[src/design/max_priority_queue_macros.svh]
// Assertion macros shared by the priority queue RTL.
`ifndef MAX_PRIORITY_QUEUE_MACROS_SVH
`define MAX_PRIORITY_QUEUE_MACROS_SVH

// Check that a property holds at every clock edge outside reset.
`define MPQ_ASSERT_ALWAYS(lbl, prop, msg) \
  lbl: assert property (@(posedge clk) disable iff (!rst_n) (prop)) else $error(msg);

// Check that a condition in one cycle implies a condition in the next.
`define MPQ_ASSERT_NEXT(lbl, ante, cons, msg) \
  lbl: assert property (@(posedge clk) disable iff (!rst_n) (ante) |=> (cons)) else $error(msg);

`endif

[src/design/mpq_pkg.sv]
// Shared codes and types for the sorted-chain priority queue.
`default_nettype none

package mpq_pkg;

  // Request codes
  localparam logic REQ_INSERT = 1'b0;
  localparam logic REQ_REMOVE = 1'b1;

  // Status codes
  localparam logic [1:0] STATUS_OK    = 2'd0;
  localparam logic [1:0] STATUS_EMPTY = 2'd1;
  localparam logic [1:0] STATUS_FULL  = 2'd2;

  // Command broadcast to every cell of the chain
  typedef struct packed {
    logic ins;
    logic rem;
  } cell_cmd_t;

endpackage

`default_nettype wire

[src/design/mpq_cell.sv]
// One slot of the sorted chain: holds an entry and shifts with its neighbors.
`default_nettype none

module mpq_cell #(
  parameter int VW = 32
) (
  input  wire logic                 clk,
  input  wire mpq_pkg::cell_cmd_t   cmd,
  input  wire logic                 occupied,
  input  wire logic signed [VW-1:0] new_value,
  input  wire logic                 left_after,
  input  wire logic signed [VW-1:0] left_value,
  input  wire logic signed [VW-1:0] right_value,
  output logic signed [VW-1:0]      value,
  output logic                      after
);

  logic signed [VW-1:0] value_r;
  logic signed [VW-1:0] value_nxt;

  // New item lands at or before this slot: slot is free or holds a smaller value
  assign after = !occupied || (new_value > value_r);
  assign value = value_r;

  // Shift right past the insert point, load at the insert point, shift left on remove
  always_comb begin
    value_nxt = value_r;
    if (cmd.ins) begin
      if (left_after) begin
        value_nxt = left_value;
      end else if (after) begin
        value_nxt = new_value;
      end
    end else if (cmd.rem) begin
      value_nxt = right_value;
    end
  end

  always_ff @(posedge clk) begin
    value_r <= value_nxt;
  end

endmodule

`default_nettype wire

[config.mk]
export PLATFORM = sky130hd
export DESIGN_NAME = mpq_cell
export DESIGN_NICKNAME = d
export VERILOG_FILES = /design/src/design/max_priority_queue_macros.svh /design/src/design/mpq_pkg.sv /design/src/design/mpq_cell.sv
export SDC_FILE = /design/constraint.sdc
export NUM_CORES = 1
export LEC_CHECK = 0
export BUFFER_PORTS_ARGS = -buffer_cell sky130_fd_sc_hd__buf_2
export CAP_MARGIN = 5
export CORE_AREA = 2 2 98 100
export DETAILED_ROUTE_END_ITERATION = 7
export DIE_AREA = 0 0 100 102
export HOLD_SLACK_MARGIN = 0.03
export PLACE_DENSITY_LB_ADDON = 0.25
export SYNTH_ARGS = -nofsm -noshare
export SYNTH_HDL_FRONTEND = slang
export SYNTH_SLANG_ARGS = --single-unit
[constraint.sdc]
create_clock -name clk -period 5.5 [get_ports clk]
set_input_delay 0.275 -clock clk [delete_from_list [all_inputs] [get_ports clk]]
set_output_delay 0.275 -clock clk [all_outputs]
set_load 0.02 [all_outputs]
==> out/summary.txt, run 1 <==
Result of the run: complete, no violations
Clk_lat worst skew: 0.28 ns
Hold Path Class: in2reg
Initial antenna violation count: 0
Number of gates resized after CTS: 0
Post-route worst setup slack: 2.28 ns
CTS Sinks: 32
Routed wire length: 6430 µm
Initial DRT Pass Iterations: 4
Transition time at the pin with the least slew margin: 1.00 ns
Max rail drop VDD: 0.0845 mV
Leakage component of the power: 0.00174 µW
M2 GR Usage: 22.6%
Wire length of the first global-routing pass: 9790 µm
Detailed router's first-iteration violation count: 50
Boundary pin count: 134
Layout overhead on the synthesized area: 34.3%
CTS tree: built
Postcts setup bufs: 0
Total area of sequential cells: 961 µm²
Cell Area, Placed: 0.00329 mm²
Share of layout cells above drive strength 1: 36.4%
Met3 GRT Util: 3.76%
Final instance area: 0.00338 mm²
Die area: 0.0102 mm²
Max FFs per register: 32
Maximum number of pins on one net before global-route repair: 67
Starting Density: 27.6%
Wire length per cell after detailed routing: 12.6 µm
Mean instance size in the synthesized netlist: 9.35 µm²
Combined area of the multi-input logic cells: 0.00138 mm²
Detailed-route DRC error count: 0
# Max-Cap Violations: 0
Count of port buffers added during placement: 133
Worst EP required: 5.45 ns
Number of antenna diodes: 0
Largest clock skew in the final design: 0.00851 ns
Post-CTS Hold Fix Bufs: 0
Period utilisation layout: 58.6%
Gate count of the mapped netlist: 269
Number of buffers added by the clock tree synthesis step: 5
R2r startpoint: value[31]
Category of the most critical setup path: reg2reg
Sum Neg Setup Slack: 0 ns
Crit path launch: value[31]
Detail Placement HPWL: 5290 µm
H-tree depth: 2
Hold Fails Final Rpt: 0
CP Data Arrival Time: 3.17 ns
Gpl congestion: 0.730
Flops & latches, synth: 32
Worst relative slew slack: 33.2%
Layout filler cell count: 1001
Vias in the first global route: 2212
Count of warnings emitted by yosys: 0
Start point of the worst hold path: right_value[16]
CP max FO: 22
Routed vias/inst: 4.52
Core area: 0.00911 mm²
Total overflow reported by the global router: 0
Via Count: 2312
Fmax achieved: 310 MHz
Sort of element at the end of the critical path: flip-flop
Std cell rows: 35
CTS max path bufs: 2
Minimum period implied by the final worst setup slack: 3.22 ns
Syn Nets: 402
Startpoint Class: flip-flop
Share of synthesized area occupied by flip-flops and latches: 38.2%
Final max-slew violation count: 0
Busiest layer in global routing: met2
Antenna Nets Post-Route: 0
Dpl ws: 2.16 ns
Global routing usage on met1: 13.7%
Power per standard cell area: 218 mW/mm²
Cell area after technology mapping: 0.00251 mm²
Horizontal die dimension: 100 µm
Setup-violating endpoint count in the final report: 0
All-Layer GR Usage: 12.2%
RSZ-0062 raised after global routing: false
Floorplan die height: 102 µm
Number of nets in the final layout: 533
Clock transition at the registers of the reported paths: 0.07 ns
Clock root buffer: clkbuf_8
Number of different library cells in the post-synthesis netlist: 26
## per-stage QoR
stage / hold slack [ns] / util [%] / power [µW] / cells
floorplan: 0.501 / - / 475 / 269
global placement: 0.602 / 36.2 / 569 / 504
detailed placement: 0.600 / 36.2 / 574 / 504
CTS: 0.298 / 37.1 / 752 / 512
global route: 0.305 / 37.1 / 788 / 512
finish: 0.311 / 37.1 / 736 / 512
## worst paths after layout
path	to	slack (ns)	cells after the start
max	value[29]	2.28	8
min	value[16]	0.31	3
max reg2reg	value[29]	2.28	8
min reg2reg	value[2]	1.31	6
## placed cells by master, fill, tap and decap left out
cell       synthesis  layout
nor3b_2            1       1
nor3_2             0       1
and3_1             1       1
nand2b_1           1       1
o21ai_0            7       7
ha_1              32      32
buf_4              0       2
nand4_1            8       8
nor2b_1            1       1
a211o_1            1       1
nor3_1             3       2
a21oi_1           46      46
nor2_1            34      34
inv_1             35      35
buf_2              3     133
nand3_1            6       6
a221oi_1           1       1
nor4_1             1       1
a211oi_1           2       2
clkinv_1           0       1
edfxtp_1          32      32
a2111oi_0          1       1
nand2_1            9       9
a21boi_0           1       1
mux2i_1           32      32
nand4_4            1       1
nor4_4             1       1
o22ai_1            1       1
clkbuf_8           0       5
clkinv_2           0       2
## synthesized netlist by cell type
cell type   n  share of area (%)
nand3_1     6                1.2
nor2_1     34                5.1
nor2b_1     1               0.25
a211o_1     1               0.35
o22ai_1     1               0.25
nor3_1      3               0.60
a2111oi_0   1               0.35
nor4_4      1               0.85
edfxtp_1   32                 38
nor4_1      1               0.25
a211oi_1    2               0.60
nor3b_2     1               0.50
inv_1      35                5.2
nand4_1     8                2.0
ha_1       32                 16
a21boi_0    1               0.30
nand2b_1    1               0.25
clkbuf_1    8                1.2
a221oi_1    1               0.35
mux2i_1    32                 13
o21ai_0     7                1.4
nand4_4     1               0.85
nand2_1     9                1.3
and3_1      1               0.25
buf_2       3               0.60
a21oi_1    46                9.2
## worst max-delay path, stage by stage, from the launching register on
cell	delay, ns
edfxtp_1	0.35
inv_1	0.05
ha_1	0.39
nand4_4	0.16
nor4_4	0.37
nor3b_2	0.27
a2111oi_0	0.12
nor3_2	0.72
buf_4	0.45
## metal layers
metal / wire (µm) / part of all wire [%]
met3: 507 / 7.9
met2: 3160 / 49
met4: 44 / 0.68
met5: 0 / 0
met1: 2720 / 42
## area by class of cell
| type | instances | area share, % |
|---|---|---|
| clock inverter | 3 | 0.408 |
| sequential | 32 | 28.5 |
| tap | 111 | 4.11 |
| multi-input combinational | 191 | 40.9 |
| inverter | 35 | 3.89 |
| clock buffer | 5 | 2.04 |
| timing repair buffer | 135 | 20.2 |
## where the power goes
| part | switching [µW] | internal (µW) | total [µW] |
|---|---|---|---|
| combinational | 146 | 103 | 249 |
| clock | 87.0 | 85.8 | 173 |
| sequential | 11.8 | 302 | 314 |
## cells by family after synthesis
family	count (synthesis)	synth area share, %
AO/OA/AOI/OAI	60	12.7
flip-flops	32	38.2
multiplexers	32	12.7
AND/OR/NAND/NOR	67	13.4
buffers and inverters	46	7.01
adder cells (fa/ha/maj)	32	15.9
Note: power is estimated with default switching activity, not from simulation.
==> inputs of run 2 (changes only) <==
Settings changed: ABC_AREA set to 1.
Clock period 5.5 ns to 2.94 ns, I/O delays scaled along.
==> run 2 against run 1 <==
Die area unchanged. Global-route usage increased by 1.8 points. Sequential share of layout area increased by 0.22 points. Via count increased by 9.8%.
==> out/summary.txt, run 2 <==
Final Non-Filler Cells: 569 (+11%)
RSZ-0062 raised after global routing: false
Cell area after technology mapping: 0.00248 mm² (-1.3%)
Floorplan die height: 102 µm (unchanged)
Max FFs per register: 32 (unchanged)
Clk_lat worst skew: 0.28 ns (about the same)
Mean instance size in the synthesized netlist: 7.63 µm² (-18%)
Worst path bufs/invs: 3 (+1)
Layout filler cell count: 1006 (+0.50%)
Placed cell count: 561 (+11%)
Crit path max-delay family: simple AND/OR/NAND/NOR gates
Total overflow reported by the global router: 0 (unchanged)
Clock transition at the registers of the reported paths: 0.07 ns (about the same)
Core area: 0.00911 mm² (unchanged)
Final instance area: 0.00335 mm² (-0.78%)
Cell depth of the worst flop-to-flop path: 14 (+6)
Number of different library cells in the post-synthesis netlist: 18 (-31%)
Most area-consuming cells after synthesis: edfxtp_1 (39%), ha_1 (16%), o21ai_0 (13%)
CTS tree: built
Max rail drop VDD: 0.177 mV (+110%)
Total area of sequential cells: 961 µm² (unchanged)
CTS Sinks: 32 (unchanged)
Minimum period implied by the final worst setup slack: 2.27 ns (-0.956 ns)
Share of synthesized area occupied by flip-flops and latches: 38.7% (+0.52 points)
Startpoint Class: flip-flop
H-tree depth: 2 (unchanged)
# Max-Cap Violations: 0 (unchanged)
Hold Path Class: in2reg
Post-synth EDFFs: 32 (unchanged)
Critical path cell sequence: inv_1 > ha_1 > a21oi_1 > o21ai_0 > nand2_1 > nand2_1 > a21oi_2 > nand3_1 > nand2_1 > nand2_1 > nand3_1 > nand2_1 > inv_1 > buf_4
Share of layout cells above drive strength 1: 32.5% (-3.9 points)
CP peak stage delay: 0.35 ns (-0.37 ns)
Dpl ws: 0.621 ns (-1.54 ns)
Count of cells along the worst hold path: 3 (unchanged)
Wire length of the first global-routing pass: 11100 µm (+13%)
Count of warnings emitted by yosys: 0 (unchanged)
Detail Placement HPWL: 5610 µm (+6.1%)
CP max FO: 19 (-14%)
Leakage component of the power: 0.00175 µW (+0.27%)
Result of the run: complete, no violations
Vias in the first global route: 2354 (+6.4%)
Routed wire length: 7110 µm (+11%)
Cell Area, Placed: 0.00327 mm² (-0.72%)
Worst EP required: 2.90 ns (-2.55 ns)
All-Layer GR Usage: 14.0% (+1.8 points)
Wire length per cell after detailed routing: 12.5 µm (-0.49%)
CTS max path bufs: 2 (unchanged)
Largest clock skew in the final design: 0.00275 ns (-0.00576 ns)
Most instantiated library cell after synthesis: nand2_1
Setup-violating endpoint count in the final report: 0 (unchanged)
Syn Nets: 458 (+14%)
Post-route worst setup slack: 0.672 ns (-1.60 ns)
Number of gates resized after CTS: 0 (unchanged)
Die area: 0.0102 mm² (unchanged)
CP Data Arrival Time: 2.23 ns (-0.94 ns)
Cell with the most instances on the worst path: nand2_1
Count of port buffers added during placement: 133 (unchanged)
Total number of cells along the worst setup path: 14 (+6)
Boundary pin count: 134 (unchanged)
Period utilisation layout: 77.1% (+19 points)
Power per standard cell area: 413 mW/mm² (+89%)
Primary flip-flop cell chosen by synthesis mapping: edfxtp_1
Flops & latches, synth: 32 (unchanged)
Antenna Nets Post-Route: 0 (unchanged)
Post-synthesis cell type with the largest combined area: edfxtp_1
Clock root buffer: clkbuf_8
Gate count of the mapped netlist: 325 (+21%)
Maximum number of pins on one net before global-route repair: 35 (-48%)
Commonest non-fill, non-tap cell in the layout: buf_2
Worst relative slew slack: 61.2% (+28 points)
Number of nets in the final layout: 590 (+11%)
Starting Density: 27.2% (-0.37 points)
Std cell rows: 35 (unchanged)
Initial DRT Pass Iterations: 6 (+2)
Category of the most critical setup path: reg2reg
Detailed router's first-iteration violation count: 58 (+16%)
Sum Neg Setup Slack: 0 ns (unchanged)
Number of buffers added by the clock tree synthesis step: 5 (unchanged)
Horizontal die dimension: 100 µm (unchanged)
Sort of element at the end of the critical path: flip-flop
Final core utilization: 36.8% (-0.29 points)
Gpl congestion: 0.766 (+4.9%)
Detailed-route DRC error count: 0 (unchanged)
Library cell contributing the largest single delay on the critical path: edfxtp_1
Most frequent cells after synthesis: nand2_1 (71), o21ai_0 (63), inv_1 (43)
Transition time at the pin with the least slew margin: 0.583 ns (-0.420 ns)
Initial antenna violation count: 0 (unchanged)
Hold Fails Final Rpt: 0 (unchanged)
Postcts setup bufs: 0 (unchanged)
Post-CTS Hold Fix Bufs: 0 (unchanged)
Fmax achieved: 441 MHz (+42%)
Combined area of the multi-input logic cells: 0.00131 mm² (-5.0%)
Via Count: 2538 (+9.8%)
Leading cell types in the layout, fill and taps excluded: buf_2 (133), nand2_1 (71), o21ai_0 (63)
Number of antenna diodes: 0 (unchanged)
Routed vias/inst: 4.46 (-1.2%)
Final max-slew violation count: 0 (unchanged)
Layout overhead on the synthesized area: 35.0%
Proportion of synthesized flip-flops having asynchronous set or reset: 0% (unchanged)
Area share of the largest cell type after synthesis: 38.7% (+0.52 points)
-- run 2: cell count changes in the layout (fill, tap and decap cells not counted), moves of 5 or more --
cell,delta
o21ai_0,+56
a21oi_1,-34
nor2_1,+8
nand4_1,-5
mux2i_1,-32
inv_1,+8
nand2_1,+62
-- run 2: cell type report --
cell class / count / share of cell area (%)
Clock buffer: 7 / 2.28
Clock inverter: 1 / 0.112
Tap cell: 111 / 4.14
Sequential cell: 32 / 28.7
Multi-Input combinational cell: 238 / 39.2
Timing Repair Buffer: 137 / 20.8
Inverter: 43 / 4.82
-- run 2: routing by layer --
layer  part of all wire, %  wire [µm]  global-route usage, %
met5                     0          0                      0
met1                    45       3200                   17.7
met4                   1.2         82                   3.48
met3                   6.1        435                   3.42
met2                    48       3400                   24.1
-- run 2: power by group --
group	internal [µW]	switching, µW
combinational	183	283
clock	165	161
sequential	567	23.9
-- run 2: final timing paths --
path	start	to	slack, ns
setup / recovery	value[25]	value[15]	0.67
setup reg to reg	value[25]	value[15]	0.67
hold / removal	right_value[21]	value[21]	0.15
hold reg to reg	value[31]	value[0]	1.38
-- run 2: cells by family after synthesis --
kind of cell | synth area share (%)
buffers and inverters | 8.32
adders and majority gates | 16.1
DFF | 38.7
AOI/OAI and AO/OA | 16.7
and+or+nand+nor | 20.1
-- run 2: metrics by stage --
stage	power [µW]	hold WS [ns]
final	1380	0.146
after global placement	1070	0.430
after global routing	1500	0.140
after CTS	1410	0.136
after detailed placement	1080	0.435
after floorplan	882	0.338
-- run 2: tightest hold or removal path, cell delays in order --
cell and delay (ns):
buf_2 0.07, nand2_1 0.04, o21ai_1 0.05
==> inputs of run 3 (changes only) <==
Clock period 2.94 ns to 2 ns, I/O delays scaled along.
==> run 3 against run 2 <==
The flow now finishes with violations (setup timing). Non-clock buffer count up 27. Count of clock-buffer cells in the layout unchanged. Utilization up 4.6 points. Sequential share of layout area down 3.2 points. Setup slack worse by 0.99 ns. First-iteration DRC count up 62%. Wire length up 6.7%.
==> out/summary.txt, run 3 (same netlist as run 2, synthesis figures left out) <==
Result of the run: complete, but fails checks
Failing checks: setup timing
Clock transition at the registers of the reported paths: 0.07 ns (about the same)
Maximum number of pins on one net before global-route repair: 35 (unchanged)
Detailed-route DRC error count: 0 (unchanged)
Fmax achieved: 431 MHz (-2.2%)
Wire length of the first global-routing pass: 11600 µm (+4.6%)
Terminus of the critical flop-to-flop path: value[8]
CP Data Arrival Time: 2.37 ns (+0.14 ns)
Core area: 0.00911 mm² (unchanged)
Worst relative slew slack: 60.4% (-0.75 points)
CTS max path bufs: 2 (unchanged)
Antenna Nets Post-Route: 0 (unchanged)
Layout overhead on the synthesized area: 51.8%
Power per standard cell area: 585 mW/mm² (+42%)
Sum Neg Setup Slack: -9.85 ns (-9.85 ns)
Setup-violating endpoint count in the final report: 33 (+33)
Startpoint Class: flip-flop
Total overflow reported by the global router: 0 (unchanged)
Via Count: 2708 (+6.7%)
# Max-Cap Violations: 0 (unchanged)
Minimum period implied by the final worst setup slack: 2.32 ns (+0.0511 ns)
CTS Sinks: 32 (unchanged)
CP max FO: 6 (-13)
Routed vias/inst: 4.54 (+1.9%)
Initial antenna violation count: 0 (unchanged)
Vias in the first global route: 2515 (+6.8%)
R2r startpoint: value[18]
Cell depth of the worst flop-to-flop path: 17 (+3)
RSZ-0062 raised after global routing: true
Die area: 0.0102 mm² (unchanged)
Max FFs per register: 32 (unchanged)
Post-route worst setup slack: -0.319 ns (-0.991 ns)
Commonest non-fill, non-tap cell in the layout: buf_2
Reg2reg setup slack: -0.32 ns (-0.99 ns)
CTS tree: built
Post-CTS Hold Fix Bufs: 0 (unchanged)
Leading cell types in the layout, fill and taps excluded: buf_2 (132), nand2_1 (65), o21ai_0 (62)
Termination of the worst setup path: value[8]
Detail Placement HPWL: 5780 µm (+3.0%)
Gpl congestion: 0.769 (+0.37%)
Layout filler cell count: 993 (-1.3%)
Initial DRT Pass Iterations: 4 (-2)
Final core utilization: 41.3% (+4.6 points)
Hold Path Class: in2reg
Final Power: 2200 µW (+59%)
All-Layer GR Usage: 14.5% (+0.52 points)
Max rail drop VDD: 0.253 mV (+43%)
Final max-slew violation count: 0 (unchanged)
Detailed router's first-iteration violation count: 94 (+62%)
Count of port buffers added during placement: 133 (unchanged)
Starting Density: 27.2% (unchanged)
Largest clock skew in the final design: 0.00946 ns (+0.00671 ns)
Boundary pin count: 134 (unchanged)
Leakage component of the power: 0.00192 µW (+9.7%)
Clk_lat worst skew: 0.28 ns (about the same)
Floorplan die height: 102 µm (unchanged)
Routed wire length: 7590 µm (+6.7%)
Period utilisation layout: 116% (+39 points)
Category of the most critical setup path: reg2reg
Horizontal die dimension: 100 µm (unchanged)
Std cell rows: 35 (unchanged)
Wire length per cell after detailed routing: 12.7 µm (+1.9%)
Transition time at the pin with the least slew margin: 0.594 ns (+0.0113 ns)
Crit path launch: value[18]
Clock root buffer: clkbuf_8
Number of antenna diodes: 0 (unchanged)
Number of nets in the final layout: 617 (+4.6%)
H-tree depth: 2 (unchanged)
Sort of element at the end of the critical path: flip-flop
Hold Fails Final Rpt: 0 (unchanged)
Number of buffers added by the clock tree synthesis step: 5 (unchanged)
Dpl ws: -0.273 ns (-0.894 ns)
Worst EP required: 2.05 ns (-0.85 ns)
Share of layout cells above drive strength 1: 41.2% (+8.7 points)
## run 3: how the worst min path moves through the flow
stage	from	to	cells after the start
finish	right_value[25]	value[25]	3
global route	right_value[25]	value[25]	3
global placement	right_value[19]	value[19]	3
floorplan	right_value[0]	value[0]	2
detailed placement	right_value[5]	value[5]	3
CTS	right_value[25]	value[25]	3
## run 3: layer usage
layer  vias up  track usage (%)  wire length (µm)
met1      1207             18.2              3350
met2        88             25.6              3700
met5         -                0                 0
met4         0             4.11               116
li1       1403                -                 -
met3        10             2.67               431
## run 3: final cells by class
cell class | instances | area (µm²) | share of cell area [%]
Clock buffer | 7 | 76.3 | 2.03
Clock inverter | 1 | 3.75 | 0.0997
Inverter | 43 | 165 | 4.39
Multi-Input combinational cell | 238 | 1450 | 38.5
Sequential cell | 32 | 961 | 25.5
Tap cell | 111 | 139 | 3.69
Timing Repair Buffer | 164 | 972 | 25.8
## run 3: worst max-delay path, stage by stage (launching register included)
cell	delay, ns
edfxtp_1	0.40
inv_1	0.08
ha_1	0.22
nand2_2	0.06
inv_1	0.04
nand2_1	0.05
nand2_1	0.05
nand2_1	0.07
nand3_2	0.09
a21oi_2	0.17
nand2_1	0.07
nand2_1	0.06
nand2_1	0.07
nand2_2	0.08
nand3_2	0.07
nand2_2	0.08
clkinvlp_4	0.20
clkbuf_16	0.23
## run 3: where the power goes
part | switching (µW) | internal [µW] | total [µW] | leakage, µW
logic | 469 | 392 | 861 | 0.00155
clock network | 228 | 242 | 470 | 0.0000399
registers | 37.7 | 834 | 872 | 0.000327
## run 3: metrics by stage
step / instance area (µm²) / instances / hold WS (ns)
after global placement: 3440 / 578 / 0.390
after CTS: 3620 / 592 / 0.0871
after floorplan: 2500 / 325 / 0.291
final: 3770 / 596 / 0.0920
after detailed placement: 3440 / 578 / 0.389
after global routing: 3770 / 596 / 0.104
## run 3: timing repair
action / 4_1_cts / 5_1_grt
pin swaps: 5 / 7
hold endpoints to repair: 0 / 0
endpoints found under the setup margin: 33 / 33
setup buffers: 5 / 2
gates cloned: 1 / 2
resized for setup: 12 / 17
